**src/rtl/marker_hex_length_frame_receiver_assert.svh**
```systemverilog
// ----------------------------------------------------------------------------
// Assertion macros for the marker hex length frame receiver
// Shared concurrent assertion forms, clocked on the rising edge and
// disabled while the asynchronous reset is asserted.
// ----------------------------------------------------------------------------
`ifndef MARKER_HEX_LENGTH_FRAME_RECEIVER_ASSERT_SVH
`define MARKER_HEX_LENGTH_FRAME_RECEIVER_ASSERT_SVH

// Same-cycle implication.
`define MHLFR_ASSERT_IMPLIES(label, clk, rst_n, ante, cons, msg) \
	label: assert property (@(posedge clk) disable iff (!rst_n) (ante) |-> (cons)) \
		else $error(msg);

// Next-cycle implication.
`define MHLFR_ASSERT_NEXT(label, clk, rst_n, ante, cons, msg) \
	label: assert property (@(posedge clk) disable iff (!rst_n) (ante) |=> (cons)) \
		else $error(msg);

`endif

```
**src/rtl/mhlfr_pkg.sv**
```systemverilog
// ----------------------------------------------------------------------------
// mhlfr_pkg
// Types, codes and helper functions shared by the frame receiver modules.
// ----------------------------------------------------------------------------
`timescale 1ns / 1ps

package mhlfr_pkg;

	localparam int SIZE_DIGITS      = 8;
	localparam int MARKER_BYTES_MAX = 8;
	localparam int FIFO_DEPTH       = 4;

	localparam logic [31:0] FNV_OFFSET = 32'h811C_9DC5;
	localparam logic [31:0] FNV_PRIME  = 32'd16777619;

	// Configuration register indexes
	localparam logic [2:0] REG_START_MARKER    = 3'd0;
	localparam logic [2:0] REG_START_LENGTH    = 3'd1;
	localparam logic [2:0] REG_END_MARKER      = 3'd2;
	localparam logic [2:0] REG_END_LENGTH      = 3'd3;
	localparam logic [2:0] REG_DELIMITER       = 3'd4;
	localparam logic [2:0] REG_MAX_PAYLOAD     = 3'd5;
	localparam logic [2:0] REG_BUFFER_CAPACITY = 3'd6;

	typedef enum logic [2:0] {
		PH_HUNT,
		PH_DIGITS,
		PH_DELIM,
		PH_PAYLOAD,
		PH_END
	} phase_t;

	typedef enum logic [2:0] {
		ST_OK          = 3'd0,
		ST_READ_ERROR  = 3'd1,
		ST_BAD_SIZE    = 3'd2,
		ST_BAD_DELIM   = 3'd3,
		ST_BUF_SMALL   = 3'd4,
		ST_BAD_END     = 3'd5
	} status_t;

	typedef enum logic {
		CMD_DATA,
		CMD_STATUS
	} cmd_kind_t;

	typedef struct packed {
		cmd_kind_t   kind;
		logic [7:0]  data;
		status_t     code;
		logic [31:0] length;
	} cmd_t;

	typedef struct packed {
		logic [63:0] start_marker;
		logic [3:0]  start_length;
		logic [63:0] end_marker;
		logic [3:0]  end_length;
		logic [7:0]  delimiter_byte;
		logic [31:0] max_payload;
		logic [31:0] buffer_capacity;
	} cfg_t;

	// One FNV-1a round: xor the byte in, then multiply by the prime.
	function automatic logic [31:0] fnv_step(input logic [31:0] h, input logic [7:0] b);
		logic [31:0] x;
		x = h ^ {24'd0, b};
		return x * FNV_PRIME;
	endfunction

endpackage

```
**src/rtl/mhlfr_cmd_fifo.sv**
```systemverilog
// ----------------------------------------------------------------------------
// mhlfr_cmd_fifo
// Short command queue between the byte classifier and the result stage.
// ----------------------------------------------------------------------------
`timescale 1ns / 1ps
`include "marker_hex_length_frame_receiver_assert.svh"

module mhlfr_cmd_fifo #(
	parameter int DEPTH = mhlfr_pkg::FIFO_DEPTH
) (
	input  logic            clk,
	input  logic            arst_n,
	input  logic            wr,
	input  mhlfr_pkg::cmd_t wr_data,
	input  logic            rd,
	output mhlfr_pkg::cmd_t rd_data,
	output logic            not_empty,
	output logic            full
);

	localparam int PTR_W = (DEPTH > 1) ? $clog2(DEPTH) : 1;
	localparam int CNT_W = $clog2(DEPTH + 1);
	localparam logic [PTR_W-1:0] LAST_PTR = PTR_W'(DEPTH - 1);
	localparam logic [CNT_W-1:0] DEPTH_CNT = CNT_W'(DEPTH);

	mhlfr_pkg::cmd_t  entries_q [DEPTH];
	logic [PTR_W-1:0] wr_ptr_q;
	logic [PTR_W-1:0] rd_ptr_q;
	logic [CNT_W-1:0] count_q;

	assign rd_data   = entries_q[rd_ptr_q];
	assign not_empty = (count_q != '0);
	assign full      = (count_q == DEPTH_CNT);

	always_ff @(posedge clk) begin
		if (wr) begin
			entries_q[wr_ptr_q] <= wr_data;
		end
	end

	always_ff @(posedge clk or negedge arst_n) begin
		if (!arst_n) begin
			wr_ptr_q <= '0;
			rd_ptr_q <= '0;
			count_q  <= '0;
		end else begin
			if (wr) begin
				wr_ptr_q <= (wr_ptr_q == LAST_PTR) ? '0 : wr_ptr_q + 1'b1;
			end
			if (rd) begin
				rd_ptr_q <= (rd_ptr_q == LAST_PTR) ? '0 : rd_ptr_q + 1'b1;
			end
			if (wr && !rd) begin
				count_q <= count_q + 1'b1;
			end else if (rd && !wr) begin
				count_q <= count_q - 1'b1;
			end
		end
	end

	`MHLFR_ASSERT_IMPLIES(a_count_in_range, clk, arst_n, 1'b1, count_q <= DEPTH_CNT, "fifo count beyond depth")
	`MHLFR_ASSERT_NEXT(a_count_grows, clk, arst_n, wr && !rd, count_q == $past(count_q) + 1'b1, "fifo count did not follow a lone write")

endmodule

```
**src/rtl/mhlfr_front.sv**
```systemverilog
// ----------------------------------------------------------------------------
// mhlfr_front
// Byte classifier: marker hunt, hex length header, delimiter and end marker
// checks. Issues one command per byte that gives a result.
// ----------------------------------------------------------------------------
`timescale 1ns / 1ps
`include "marker_hex_length_frame_receiver_assert.svh"

module mhlfr_front (
	input  logic            clk,
	input  logic            arst_n,
	input  mhlfr_pkg::cfg_t cfg,
	input  logic            take,
	input  logic [7:0]      rx_byte,
	input  logic            rx_error,
	output logic            cmd_wr,
	output mhlfr_pkg::cmd_t cmd
);

	localparam logic [7:0] CH_ZERO = 8'h30;
	localparam logic [7:0] CH_NINE = 8'h39;
	localparam logic [7:0] CH_A    = 8'h41;
	localparam logic [7:0] CH_F    = 8'h46;
	localparam logic [3:0] HEX_TEN_OFFSET = 4'd9;
	localparam logic [3:0] SIZE_DIGITS_N  = 4'(mhlfr_pkg::SIZE_DIGITS);
	localparam logic [3:0] MARKER_MAX_N   = 4'(mhlfr_pkg::MARKER_BYTES_MAX);

	function automatic logic [3:0] used_length(input logic [3:0] len);
		if (len == 4'd0) begin
			return 4'd1;
		end else if (len > MARKER_MAX_N) begin
			return MARKER_MAX_N;
		end
		return len;
	endfunction

	function automatic logic [7:0] marker_byte(input logic [63:0] marker, input logic [2:0] idx);
		logic [63:0] shifted;
		shifted = marker >> {idx, 3'b000};
		return shifted[7:0];
	endfunction

	mhlfr_pkg::phase_t phase_q, phase_d;
	logic [3:0]  idx_q, idx_d;
	logic [3:0]  digit_q, digit_d;
	logic [31:0] length_q, length_d;
	logic [31:0] left_q, left_d;
	logic        bad_q, bad_d;

	logic [3:0]  start_used;
	logic [3:0]  end_used;
	logic [3:0]  hunt_idx;
	logic [3:0]  hunt_next;
	logic        digit_ok;
	logic [3:0]  nib;
	logic [31:0] len_next;
	logic [3:0]  digit_next;
	logic [31:0] left_next;
	logic [3:0]  end_next;
	logic        end_hit;

	assign start_used = used_length(cfg.start_length);
	assign end_used   = used_length(cfg.end_length);
	assign hunt_idx   = (idx_q >= start_used) ? 4'd0 : idx_q;

	// A mismatch may still be the first byte of a fresh marker.
	always_comb begin
		if (rx_byte == marker_byte(cfg.start_marker, hunt_idx[2:0])) begin
			hunt_next = hunt_idx + 4'd1;
		end else if (rx_byte == marker_byte(cfg.start_marker, 3'd0)) begin
			hunt_next = 4'd1;
		end else begin
			hunt_next = 4'd0;
		end
	end

	always_comb begin
		digit_ok = 1'b1;
		nib      = 4'd0;
		if (rx_byte >= CH_ZERO && rx_byte <= CH_NINE) begin
			nib = rx_byte[3:0];
		end else if (rx_byte >= CH_A && rx_byte <= CH_F) begin
			nib = rx_byte[3:0] + HEX_TEN_OFFSET;
		end else begin
			digit_ok = 1'b0;
		end
	end

	assign len_next   = {length_q[27:0], nib};
	assign digit_next = digit_q + 4'd1;
	assign left_next  = left_q - 32'd1;
	assign end_next   = idx_q + 4'd1;
	assign end_hit    = (rx_byte == marker_byte(cfg.end_marker, idx_q[2:0]));

	always_comb begin
		phase_d  = phase_q;
		idx_d    = idx_q;
		digit_d  = digit_q;
		length_d = length_q;
		left_d   = left_q;
		bad_d    = bad_q;
		cmd_wr   = 1'b0;
		cmd      = '{kind: mhlfr_pkg::CMD_STATUS, data: rx_byte,
			code: mhlfr_pkg::ST_OK, length: 32'd0};
		if (take) begin
			if (rx_error) begin
				cmd_wr    = 1'b1;
				cmd.code  = mhlfr_pkg::ST_READ_ERROR;
			end else begin
				unique case (phase_q)
					mhlfr_pkg::PH_HUNT: begin
						idx_d = hunt_next;
						if (hunt_next >= start_used) begin
							phase_d  = mhlfr_pkg::PH_DIGITS;
							idx_d    = 4'd0;
							digit_d  = 4'd0;
							length_d = 32'd0;
							bad_d    = 1'b0;
						end
					end
					mhlfr_pkg::PH_DIGITS: begin
						length_d = len_next;
						digit_d  = digit_next;
						bad_d    = bad_q | !digit_ok;
						if (digit_next >= SIZE_DIGITS_N) begin
							if (bad_q || !digit_ok || len_next > cfg.max_payload) begin
								cmd_wr   = 1'b1;
								cmd.code = mhlfr_pkg::ST_BAD_SIZE;
							end else begin
								phase_d = mhlfr_pkg::PH_DELIM;
							end
						end
					end
					mhlfr_pkg::PH_DELIM: begin
						if (rx_byte != cfg.delimiter_byte) begin
							cmd_wr   = 1'b1;
							cmd.code = mhlfr_pkg::ST_BAD_DELIM;
						end else if (cfg.buffer_capacity < length_q) begin
							cmd_wr   = 1'b1;
							cmd.code = mhlfr_pkg::ST_BUF_SMALL;
						end else begin
							left_d  = length_q;
							idx_d   = 4'd0;
							phase_d = (length_q == 32'd0) ? mhlfr_pkg::PH_END
								: mhlfr_pkg::PH_PAYLOAD;
						end
					end
					mhlfr_pkg::PH_PAYLOAD: begin
						cmd_wr   = 1'b1;
						cmd.kind = mhlfr_pkg::CMD_DATA;
						left_d   = left_next;
						if (left_next == 32'd0) begin
							phase_d = mhlfr_pkg::PH_END;
							idx_d   = 4'd0;
						end
					end
					mhlfr_pkg::PH_END: begin
						idx_d = end_next;
						if (!end_hit) begin
							cmd_wr   = 1'b1;
							cmd.code = mhlfr_pkg::ST_BAD_END;
						end else if (end_next >= end_used) begin
							cmd_wr     = 1'b1;
							cmd.code   = mhlfr_pkg::ST_OK;
							cmd.length = length_q;
						end
					end
					default: begin
						phase_d = mhlfr_pkg::PH_HUNT;
					end
				endcase
			end
			// Every status transfer ends the frame and restarts the hunt.
			if (cmd_wr && cmd.kind == mhlfr_pkg::CMD_STATUS) begin
				phase_d  = mhlfr_pkg::PH_HUNT;
				idx_d    = 4'd0;
				digit_d  = 4'd0;
				length_d = 32'd0;
				left_d   = 32'd0;
				bad_d    = 1'b0;
			end
		end
	end

	always_ff @(posedge clk or negedge arst_n) begin
		if (!arst_n) begin
			phase_q  <= mhlfr_pkg::PH_HUNT;
			idx_q    <= 4'd0;
			digit_q  <= 4'd0;
			length_q <= 32'd0;
			left_q   <= 32'd0;
			bad_q    <= 1'b0;
		end else begin
			phase_q  <= phase_d;
			idx_q    <= idx_d;
			digit_q  <= digit_d;
			length_q <= length_d;
			left_q   <= left_d;
			bad_q    <= bad_d;
		end
	end

	`MHLFR_ASSERT_IMPLIES(a_payload_has_bytes, clk, arst_n, phase_q == mhlfr_pkg::PH_PAYLOAD, left_q != 32'd0, "payload phase with no bytes left")
	`MHLFR_ASSERT_IMPLIES(a_digit_count_bounded, clk, arst_n, phase_q == mhlfr_pkg::PH_DIGITS, digit_q < SIZE_DIGITS_N, "digit count ran past the header size")

endmodule

```
**src/rtl/mhlfr_back.sv**
```systemverilog
// ----------------------------------------------------------------------------
// mhlfr_back
// Result stage: folds payload bytes into the FNV-1a hash and holds the
// oldest result in an output register until it is popped.
// ----------------------------------------------------------------------------
`timescale 1ns / 1ps
`include "marker_hex_length_frame_receiver_assert.svh"

module mhlfr_back (
	input  logic            clk,
	input  logic            arst_n,
	input  logic            cmd_valid,
	input  mhlfr_pkg::cmd_t cmd,
	output logic            cmd_rd,
	input  logic            pop,
	output logic            empty,
	output logic            is_status,
	output logic [7:0]      data_byte,
	output logic [2:0]      status,
	output logic [31:0]     payload_length,
	output logic [31:0]     checksum
);

	logic        out_valid_q;
	logic [31:0] hash_q;
	logic        is_status_q;
	logic [7:0]  data_q;
	logic [2:0]  status_q;
	logic [31:0] length_q;
	logic [31:0] checksum_q;

	// The output register refills in the same cycle as it is popped, when the queue holds a command.
	assign cmd_rd = cmd_valid && (!out_valid_q || pop);

	always_ff @(posedge clk or negedge arst_n) begin
		if (!arst_n) begin
			out_valid_q <= 1'b0;
			hash_q      <= mhlfr_pkg::FNV_OFFSET;
		end else begin
			if (cmd_rd) begin
				out_valid_q <= 1'b1;
				if (cmd.kind == mhlfr_pkg::CMD_DATA) begin
					hash_q <= mhlfr_pkg::fnv_step(hash_q, cmd.data);
				end else begin
					hash_q <= mhlfr_pkg::FNV_OFFSET;
				end
			end else if (pop) begin
				out_valid_q <= 1'b0;
			end
		end
	end

	always_ff @(posedge clk) begin
		if (cmd_rd) begin
			if (cmd.kind == mhlfr_pkg::CMD_DATA) begin
				is_status_q <= 1'b0;
				data_q      <= cmd.data;
				status_q    <= 3'd0;
				length_q    <= 32'd0;
				checksum_q  <= 32'd0;
			end else begin
				is_status_q <= 1'b1;
				data_q      <= 8'd0;
				status_q    <= cmd.code;
				length_q    <= cmd.length;
				checksum_q  <= (cmd.code == mhlfr_pkg::ST_OK) ? hash_q : 32'd0;
			end
		end
	end

	assign empty          = !out_valid_q;
	assign is_status      = is_status_q;
	assign data_byte      = data_q;
	assign status         = status_q;
	assign payload_length = length_q;
	assign checksum       = checksum_q;

	`MHLFR_ASSERT_NEXT(a_hash_restarts, clk, arst_n, cmd_rd && cmd.kind == mhlfr_pkg::CMD_STATUS, hash_q == mhlfr_pkg::FNV_OFFSET, "hash not restarted after a status")

endmodule

```
**src/rtl/marker_hex_length_frame_receiver.sv**
```systemverilog
// ----------------------------------------------------------------------------
// marker_hex_length_frame_receiver
// Framed byte-stream receiver with hex length header and FNV-1a hash.
// ----------------------------------------------------------------------------
// Link bytes enter through a queue-style port: a transfer happens when push
// is high and full is low, carrying rx_byte and rx_error. Results leave the
// same way: while empty is low the oldest result sits on the result ports,
// and it is taken when pop is high. A payload byte gives one data result; a
// frame ends with one status result, carrying length and hash when it is ok.
// The block takes one byte every cycle while full is low. A result reaches the
// result ports through the queue and the output register: the classifier writes
// its command into the queue at the accepting edge, and the hash unit loads the
// output register once it is empty or being popped. If the receiver stops popping,
// the command queue fills once it holds FIFO_DEPTH commands and full rises, so the
// sender stalls without any loss. Bytes that give no result never occupy the
// queue. Configuration registers are written over cfg_valid/cfg_ready, which is
// always ready; write them only while the block is idle.
// Reset clears the queue and the output register and returns to hunting for
// the start marker with the configuration at its reset values.
// ----------------------------------------------------------------------------
`timescale 1ns / 1ps

module marker_hex_length_frame_receiver #(
	parameter int FIFO_DEPTH = mhlfr_pkg::FIFO_DEPTH
) (
	input  logic        clk,
	input  logic        arst_n,
	input  logic        push,
	output logic        full,
	input  logic [7:0]  rx_byte,
	input  logic        rx_error,
	output logic        empty,
	input  logic        pop,
	output logic        is_status,
	output logic [7:0]  data_byte,
	output logic [2:0]  status,
	output logic [31:0] payload_length,
	output logic [31:0] checksum,
	input  logic        cfg_valid,
	output logic        cfg_ready,
	input  logic [2:0]  cfg_index,
	input  logic [63:0] cfg_data
);

	mhlfr_pkg::cfg_t cfg_q;
	mhlfr_pkg::cmd_t front_cmd;
	mhlfr_pkg::cmd_t queue_cmd;
	logic            take;
	logic            front_wr;
	logic            queue_valid;
	logic            queue_rd;
	logic            queue_full;

	assign cfg_ready = 1'b1;
	assign full      = queue_full;
	assign take      = push && !queue_full;

	always_ff @(posedge clk or negedge arst_n) begin
		if (!arst_n) begin
			cfg_q.start_marker    <= 64'd0;
			cfg_q.start_length    <= 4'd1;
			cfg_q.end_marker      <= 64'd0;
			cfg_q.end_length      <= 4'd1;
			cfg_q.delimiter_byte  <= 8'd0;
			cfg_q.max_payload     <= 32'hFFFF_FFFF;
			cfg_q.buffer_capacity <= 32'hFFFF_FFFF;
		end else if (cfg_valid && cfg_ready) begin
			unique case (cfg_index)
				mhlfr_pkg::REG_START_MARKER:    cfg_q.start_marker    <= cfg_data;
				mhlfr_pkg::REG_START_LENGTH:    cfg_q.start_length    <= cfg_data[3:0];
				mhlfr_pkg::REG_END_MARKER:      cfg_q.end_marker      <= cfg_data;
				mhlfr_pkg::REG_END_LENGTH:      cfg_q.end_length      <= cfg_data[3:0];
				mhlfr_pkg::REG_DELIMITER:       cfg_q.delimiter_byte  <= cfg_data[7:0];
				mhlfr_pkg::REG_MAX_PAYLOAD:     cfg_q.max_payload     <= cfg_data[31:0];
				mhlfr_pkg::REG_BUFFER_CAPACITY: cfg_q.buffer_capacity <= cfg_data[31:0];
				default: begin
				end
			endcase
		end
	end

	mhlfr_front u_front (
		.clk      (clk),
		.arst_n   (arst_n),
		.cfg      (cfg_q),
		.take     (take),
		.rx_byte  (rx_byte),
		.rx_error (rx_error),
		.cmd_wr   (front_wr),
		.cmd      (front_cmd)
	);

	mhlfr_cmd_fifo #(
		.DEPTH (FIFO_DEPTH)
	) u_cmd_fifo (
		.clk       (clk),
		.arst_n    (arst_n),
		.wr        (front_wr),
		.wr_data   (front_cmd),
		.rd        (queue_rd),
		.rd_data   (queue_cmd),
		.not_empty (queue_valid),
		.full      (queue_full)
	);

	mhlfr_back u_back (
		.clk            (clk),
		.arst_n         (arst_n),
		.cmd_valid      (queue_valid),
		.cmd            (queue_cmd),
		.cmd_rd         (queue_rd),
		.pop            (pop),
		.empty          (empty),
		.is_status      (is_status),
		.data_byte      (data_byte),
		.status         (status),
		.payload_length (payload_length),
		.checksum       (checksum)
	);

endmodule
```
**config.mk**
```make
export PLATFORM = sky130hd
export DESIGN_NAME = marker_hex_length_frame_receiver
export DESIGN_NICKNAME = d
export VERILOG_FILES = /design/src/rtl/mhlfr_pkg.sv /design/src/rtl/mhlfr_cmd_fifo.sv /design/src/rtl/mhlfr_front.sv /design/src/rtl/mhlfr_back.sv /design/src/rtl/marker_hex_length_frame_receiver.sv
export VERILOG_INCLUDE_DIRS = /design/src /design/src/rtl
export SDC_FILE = /design/constraint.sdc
export NUM_CORES = 1
export LEC_CHECK = 0
export BUFFER_PORTS_ARGS = -buffer_cell sky130_fd_sc_hd__buf_2
export CELL_PAD_IN_SITES_DETAIL_PLACEMENT = 0
export CELL_PAD_IN_SITES_GLOBAL_PLACEMENT = 1
export CORE_ASPECT_RATIO = 1.1
export CORE_MARGIN = 8
export CORE_UTILIZATION = 51
export CTS_CLUSTER_SIZE = 16
export DETAILED_ROUTE_END_ITERATION = 12
export PLACE_DENSITY_LB_ADDON = 0.1
export SLEW_MARGIN = 40
export SYNTH_ARGS = -nofsm -noshare
export SYNTH_HDL_FRONTEND = slang
export SYNTH_HIERARCHICAL = 1
export SYNTH_SLANG_ARGS = --single-unit
```
**constraint.sdc**
```tcl
create_clock -name clk -period 8.2 [get_ports clk]
set_input_delay 1.23 -clock clk [delete_from_list [all_inputs] [get_ports clk]]
set_output_delay 1.23 -clock clk [all_outputs]
set_load 0.01 [all_outputs]
```
==> flow_summary.yaml, run 1 <==
cells_and_area:
  area_growth_pct: 10.2
  instances_no_fill: 3746
  drive_gt1_share_pct: 23.2
  multiInputGateArea_um2: 15900
  seq_area_um2: 15800
  nNetsFinal: 3272
  finalCoreUtilization_pct: 56.8
  nFillCells: 5395
placement:
  dp_worst_setup_slack_ns: 1.42
  hpwlAfterDp_um: 61800
  io_buffers: 158
  dp_cells: 3629
  gp_congestion: 0.866
timing:
  max_slew.worst_pin.slew_ns: 0.857
  grt_setup_unrepaired: "no"
  period_share_pct: 83.5
  fin_ws_ns: 1.35
  setup_viol: 0
  slew_headroom_pct: 42.7
  fin_crit_ns: 6.85
  finalMaxSlewViolations: 0
  tns_ns: 0
  hold_viol: 0
  skew_ns: 0.0705
  max_freq_mhz: 146
route:
  wl_um: 86200
  via_per_inst: 5.76
  drcViolationCount: 0
  num_vias: 21574
  drt_iter0_drc: 1247
  wl_per_cell_um: 23.0
  dr.pass1.iters: 5
  ant_nets: 0
worst_hold_path:
  hold_class: "flip-flop to flip-flop"
  hold_start: "u_back/hash_q[0]"
global_routing:
  overflow: 0
  grt_max_degree: 152
  track_usage_pct: 23.1
  grt_antenna_before_repair: 6
  grt_pass1_vias: 22340
  grt_first_pass_wirelength_um: 134000
setup_path:
  cp.arrival_ns: 7.37
  startpoint_type: "flip-flop"
  critPathCaptureType: "flip-flop"
  crit_start: "u_cmd_fifo/rd_ptr_q[1]"
  crit_type: "flip-flop to flip-flop"
  crit_fanout: 39
  r2r_start: "u_cmd_fifo/rd_ptr_q[1]"
  rrSetupSlack_ns: 1.35
  required_ns: 8.72
die:
  io_pins: 160
  row_count: 98
  fp.dieW_um: 260
  die_area_um2: 74200
  coreArea_um2: 65000
  die_h_um: 285
  start_util_pct: 51.6
logic_synthesis:
  synthesis.area_um2: 33500
  syn_inst: 2707
  async_reset_ff_share_pct: 56.3
  ys.flop_type: "edfxtp_1"
  synth.ff_latch_count: 576
  synth_nets: 3137
  synth_edf_count: 252
  synth_warnings: 6
  syn_area_per_cell_um2: 12.4
  synth_seq_area_share_pct: 47.1
  synth_cell_types: 99
status:
  status: "finished, final reports clean"
flow_run:
  maxCapViolCount: 0
clock_network:
  path_clk_slew_ns: 0.06
  numCtsBuffers: 60
  clockRootBuffer: "clkbuf_16"
  cts_tree: "yes"
  clock-sinks: 576
  clk_latency_ns: 0.67
  postCtsHoldBufs: 0
  clockBufferDepth: 3
  cts_resized: 0
  post_cts.repair.setup_buffers: 0
  cts_max_level: 2
## critical path, cell delays in order (launching register included)
cell       delay (ns)
dfrtp_2          0.47
buf_4            0.54
mux4_2           0.48
xor2_1           0.28
ha_1             0.28
ha_1             0.30
fa_1             0.49
ha_1             0.22
fa_1             0.48
ha_1             0.29
inv_1            0.05
fa_1             0.54
inv_1            0.04
ha_1             0.37
a21oi_1          0.18
o21ai_0          0.20
a2111oi_0        0.46
a21boi_1         0.24
a31oi_1          0.37
a21oi_1          0.14
xnor2_1          0.13
o21ai_0          0.14
## cells in the mapped netlist, types with 9 or more instances
master / count / area share, %
mux2_4: 120 / 5.4
inv_1: 279 / 3.1
nor2_1: 129 / 1.4
o21ai_0: 149 / 2.2
clkbuf_1: 49 / 0.55
nor2b_1: 16 / 0.30
mux4_1: 9 / 0.71
a31oi_1: 10 / 0.19
a22oi_1: 18 / 0.40
a21o_1: 17 / 0.38
mux4_2: 46 / 3.1
dfstp_2: 80 / 6.3
mux2i_1: 37 / 1.1
nand4_1: 57 / 1.1
nand2_1: 87 / 0.97
nand3_1: 22 / 0.33
nand2b_1: 15 / 0.28
edfxtp_1: 252 / 23
and2_1: 117 / 2.2
a21oi_1: 117 / 1.7
buf_2: 23 / 0.34
buf_6: 19 / 0.64
xnor2_1: 70 / 1.8
buf_12: 10 / 0.60
fa_1: 75 / 4.5
ha_1: 274 / 10
o22ai_1: 13 / 0.24
nor4_1: 26 / 0.49
and3_1: 9 / 0.17
dfrtp_1: 244 / 18
xor2_1: 30 / 0.78
nor3_1: 27 / 0.40
buf_4: 13 / 0.29
mux2_2: 91 / 3.1
or3_1: 16 / 0.30
## sequential cells by signal (all words and copies together), names as in the netlist, 2 cells and up
| name | cells |
|---|---|
| cfg_q | 208 |
| u_cmd_fifo/entries_q | 176 |
| u_back/checksum | 32 |
| u_back/hash_q | 32 |
| u_back/payload_length | 32 |
| u_front/left_q | 32 |
| u_front/length_q | 32 |
| u_back/data_byte | 8 |
| u_front/digit_q | 4 |
| u_front/idx_q | 4 |
| u_back/status | 3 |
| u_cmd_fifo/count_q | 3 |
| u_front/phase_q | 3 |
| u_cmd_fifo/rd_ptr_q | 2 |
| u_cmd_fifo/wr_ptr_q | 2 |
## per-stage QoR
stage	cell area (um2)	hold WS, ns
2_1_floorplan	33500	0.446
3_3_place_gp	34900	0.466
3_5_place_dp	34900	0.466
4_1_cts	36900	0.475
5_1_grt	36900	0.497
6_report	36900	0.478
## routing by layer
metal  share of wire, %  vias to the layer above  GRT usage [%]
li1                   -                     9960              -
met1                 44                    10843           32.2
met2                 48                      636           37.9
met3                5.4                      131           3.33
met4                2.6                        4           6.02
met5              0.027                        -              0
## cell families (layout without fill, tap and decap cells)
kind of cell / Yosys count / in the layout / synth area share, %
adders and majority gates: 349 / 349 / 14.7
buffers and inverters: 399 / 586 / 5.62
DFF: 576 / 576 / 47.1
AOI/OAI and AO/OA: 413 / 413 / 7.52
xor gates and xnor gates: 100 / 100 / 2.61
other: 1 / 3 / 0.0112
and+or+nand+nor: 566 / 566 / 9.13
muxes: 303 / 303 / 13.3
## final cells by class
class                      count  share of cell area [%]
clock buffer                  83                    4.54
antenna                        2                  0.0136
inverter                     282                    2.87
sequential                   576                    42.7
multi-input combinational   1732                    43.1
clock inverter                31                   0.945
tap                          850                    2.88
timing repair buffer         190                    2.92
## layout by cell type, fill, tap and decap left out, drive strengths merged, types with 22 or more instances in the layout
cell type,netlist,layout
a21oi,118,118
and2,118,118
buf,65,190
clkbuf,52,83
clkinv,3,24
dfrtp,244,244
dfstp,80,80
edfxtp,252,252
fa,75,75
ha,274,274
inv,279,280
mux2,211,211
mux2i,37,37
mux4,55,55
nand2,87,87
nand3,22,22
nand4,57,57
nor2,130,130
nor3,28,28
nor4,28,28
o21ai,154,154
xnor2,70,70
xor2,30,30
## final timing paths
kind	end	cells after the start
worst max-delay path	u_back/hash_q[30]	21
worst min-delay path	u_back/hash_q[0]	2
worst max register to register	u_back/hash_q[30]	21
worst min register to register	u_back/hash_q[0]	2
max in group asynchronous	u_cmd_fifo/rd_ptr_q[0]	3
min in group asynchronous	cfg_q[182]	1
Power of run 1 is not shown: default switching activity piles up to over one toggle a cycle in this logic, so the estimate is an artifact.
==> inputs of run 2 (changes only) <==
==> constraint.sdc (replaced) <==
create_clock -name clk -period 6.4 [get_ports clk]
set_input_delay 0.96 -clock clk [delete_from_list [all_inputs] [get_ports clk]]
set_output_delay 0.96 -clock clk [all_outputs]
set_load 0.01 [all_outputs]
==> flow_summary.yaml, run 2 (same netlist as run 1, synthesis figures left out) <==
setup_path:
  crit_type: "flip-flop to flip-flop"
  slowest_stage: "mux4_2"
  crit_buf_inv: 5
  critPathCaptureType: "flip-flop"
  crit_family: "adder cells"
  rrSetupSlack_ns: 0.17
  required_ns: 6.92
  startpoint_type: "flip-flop"
  critical_path_cell_count: 22
  cp_common_cell: "fa_1"
  cp_slowest_stage_delay_ns: 0.57
  r2r_start: "u_cmd_fifo/rd_ptr_q[0]"
  crit_start: "u_cmd_fifo/rd_ptr_q[0]"
  r2r-end: "u_back/hash_q[31]"
  crit_fanout: 6
  rr_worst_depth: 22
  critPathCapture: "u_back/hash_q[31]"
  crit_chain: "buf_6, mux4_2, xor2_2, ha_1, ha_4, fa_1, ha_2, fa_1, ha_1, inv_1, fa_1, inv_1, ha_4, buf_6, o211ai_1, a31o_1, a21o_1, o41ai_2, buf_4, a31oi_2, a2111o_1, o221a_2"
  cp.arrival_ns: 6.75
die:
  io_pins: 160
  start_util_pct: 51.6
  coreArea_um2: 65000
  die_h_um: 285
  die_area_um2: 74200
  fp.dieW_um: 260
  row_count: 98
route:
  ant_nets: 0
  drcViolationCount: 0
  wl_per_cell_um: 22.7
  wl_um: 86200
  dr.pass1.iters: 5
  drt_iter0_drc: 1479
  num_vias: 21575
  via_per_inst: 5.69
clock_network:
  clockRootBuffer: "clkbuf_16"
  clock-sinks: 576
  cts_max_level: 2
  clk_latency_ns: 0.66
  cts_tree: "yes"
  path_clk_slew_ns: 0.06
  clockBufferDepth: 3
  postCtsHoldBufs: 0
  numCtsBuffers: 60
placement:
  gp_congestion: 0.899
  hpwlAfterDp_um: 62200
  io_buffers: 158
  dp_worst_setup_slack_ns: -0.206
status:
  status: "finished, final reports clean"
timing:
  whs_ns: 0.248
  setup_viol: 0
  finalMaxSlewViolations: 0
  hold_viol: 0
  fin_crit_ns: 6.23
  max_slew.worst_pin.slew_ns: 0.866
  period_share_pct: 97.3
  slew_headroom_pct: 42.1
  skew_ns: 0.0764
  max_freq_mhz: 161
  fin_ws_ns: 0.172
global_routing:
  grt_antenna_before_repair: 4
  grt_pass1_vias: 22322
  track_usage_pct: 23.1
  overflow: 0
  grt_first_pass_wirelength_um: 135000
  grt_max_degree: 142
cells_and_area:
  finalCoreUtilization_pct: 57.8
  area_growth_pct: 12.1
  reg.largest.list: "cfg_q x208, u_cmd_fifo/entries_q x176"
  nNetsFinal: 3313
  layout_common_cells: "inv_1 (278), ha_1 (254), edfxtp_1 (252), dfrtp_1 (241), buf_2 (157)"
  largest_reg_flops: 208
  largest-register: "cfg_q"
  drive_gt1_share_pct: 25.3
  final_common_cell: "inv_1"
flow_run:
  maxCapViolCount: 0
worst_hold_path:
  hold_class: "input pin to asynchronous set/reset pin"
-- run 2: final cells by class --
type,count,area (um2)
inverters,282,1060
well taps,850,1060
multi-input cells,1732,16200
clock buffers,74,1590
flip-flops and latches,576,15800
diodes,4,10.0
clock inverters,40,458
fillers,5350,27400
repair buffers,231,1410
-- run 2: worst register-to-register path, stage by stage (launching register included) --
cell and delay [ns]:
dfrtp_2 0.44, buf_6 0.15, mux4_2 0.57, xor2_2 0.18, ha_1 0.34, ha_4 0.26
fa_1 0.47, ha_2 0.21, fa_1 0.44, ha_1 0.29, inv_1 0.05, fa_1 0.52
inv_1 0.06, ha_4 0.26, buf_6 0.10, o211ai_1 0.08, a31o_1 0.23, a21o_1 0.26
o41ai_2 0.34, buf_4 0.19, a31oi_2 0.09, a2111o_1 0.42, o221a_2 0.12
-- run 2: repair_timing --
item,4_1_cts,5_1_grt
pin swaps,1,19
setup endpoints to repair,6,9
resized for setup,4,44
setup buffers,1,10
-- run 2: metal layers --
layer | wire length [um] | vias up | share of wire (%) | track usage [%]
li1 | - | 10007 | - | -
met1 | 38800 | 10884 | 45 | 32.5
met2 | 40900 | 569 | 47 | 37.8
met3 | 4260 | 115 | 4.9 | 2.99
met4 | 2160 | 0 | 2.5 | 5.87
met5 | 0 | - | 0 | 0
-- run 2: how the worst min path moves through the flow --
stage | endpoint | slack, ns | cells past startpoint
2_1_floorplan | u_back/hash_q[0] | 0.45 | 2
5_1_grt | cfg_q[114] | 0.29 | 1
4_1_cts | cfg_q[114] | 0.28 | 1
6_report | cfg_q[114] | 0.25 | 1
3_3_place_gp | u_back/hash_q[0] | 0.46 | 2
3_5_place_dp | u_back/hash_q[0] | 0.46 | 2
-- run 2: metrics by stage --
stage | TNS [ns] | cells | cell area, um2
finish | 0 | 3789 | 37600
global route | -0.0655 | 3785 | 37600
CTS | 0 | 3774 | 37200
detailed placement | -0.412 | 3659 | 35100
global placement | 0 | 3659 | 35100
floorplan | 0 | 2707 | 33500
Power of run 2 is left out for the same reason.
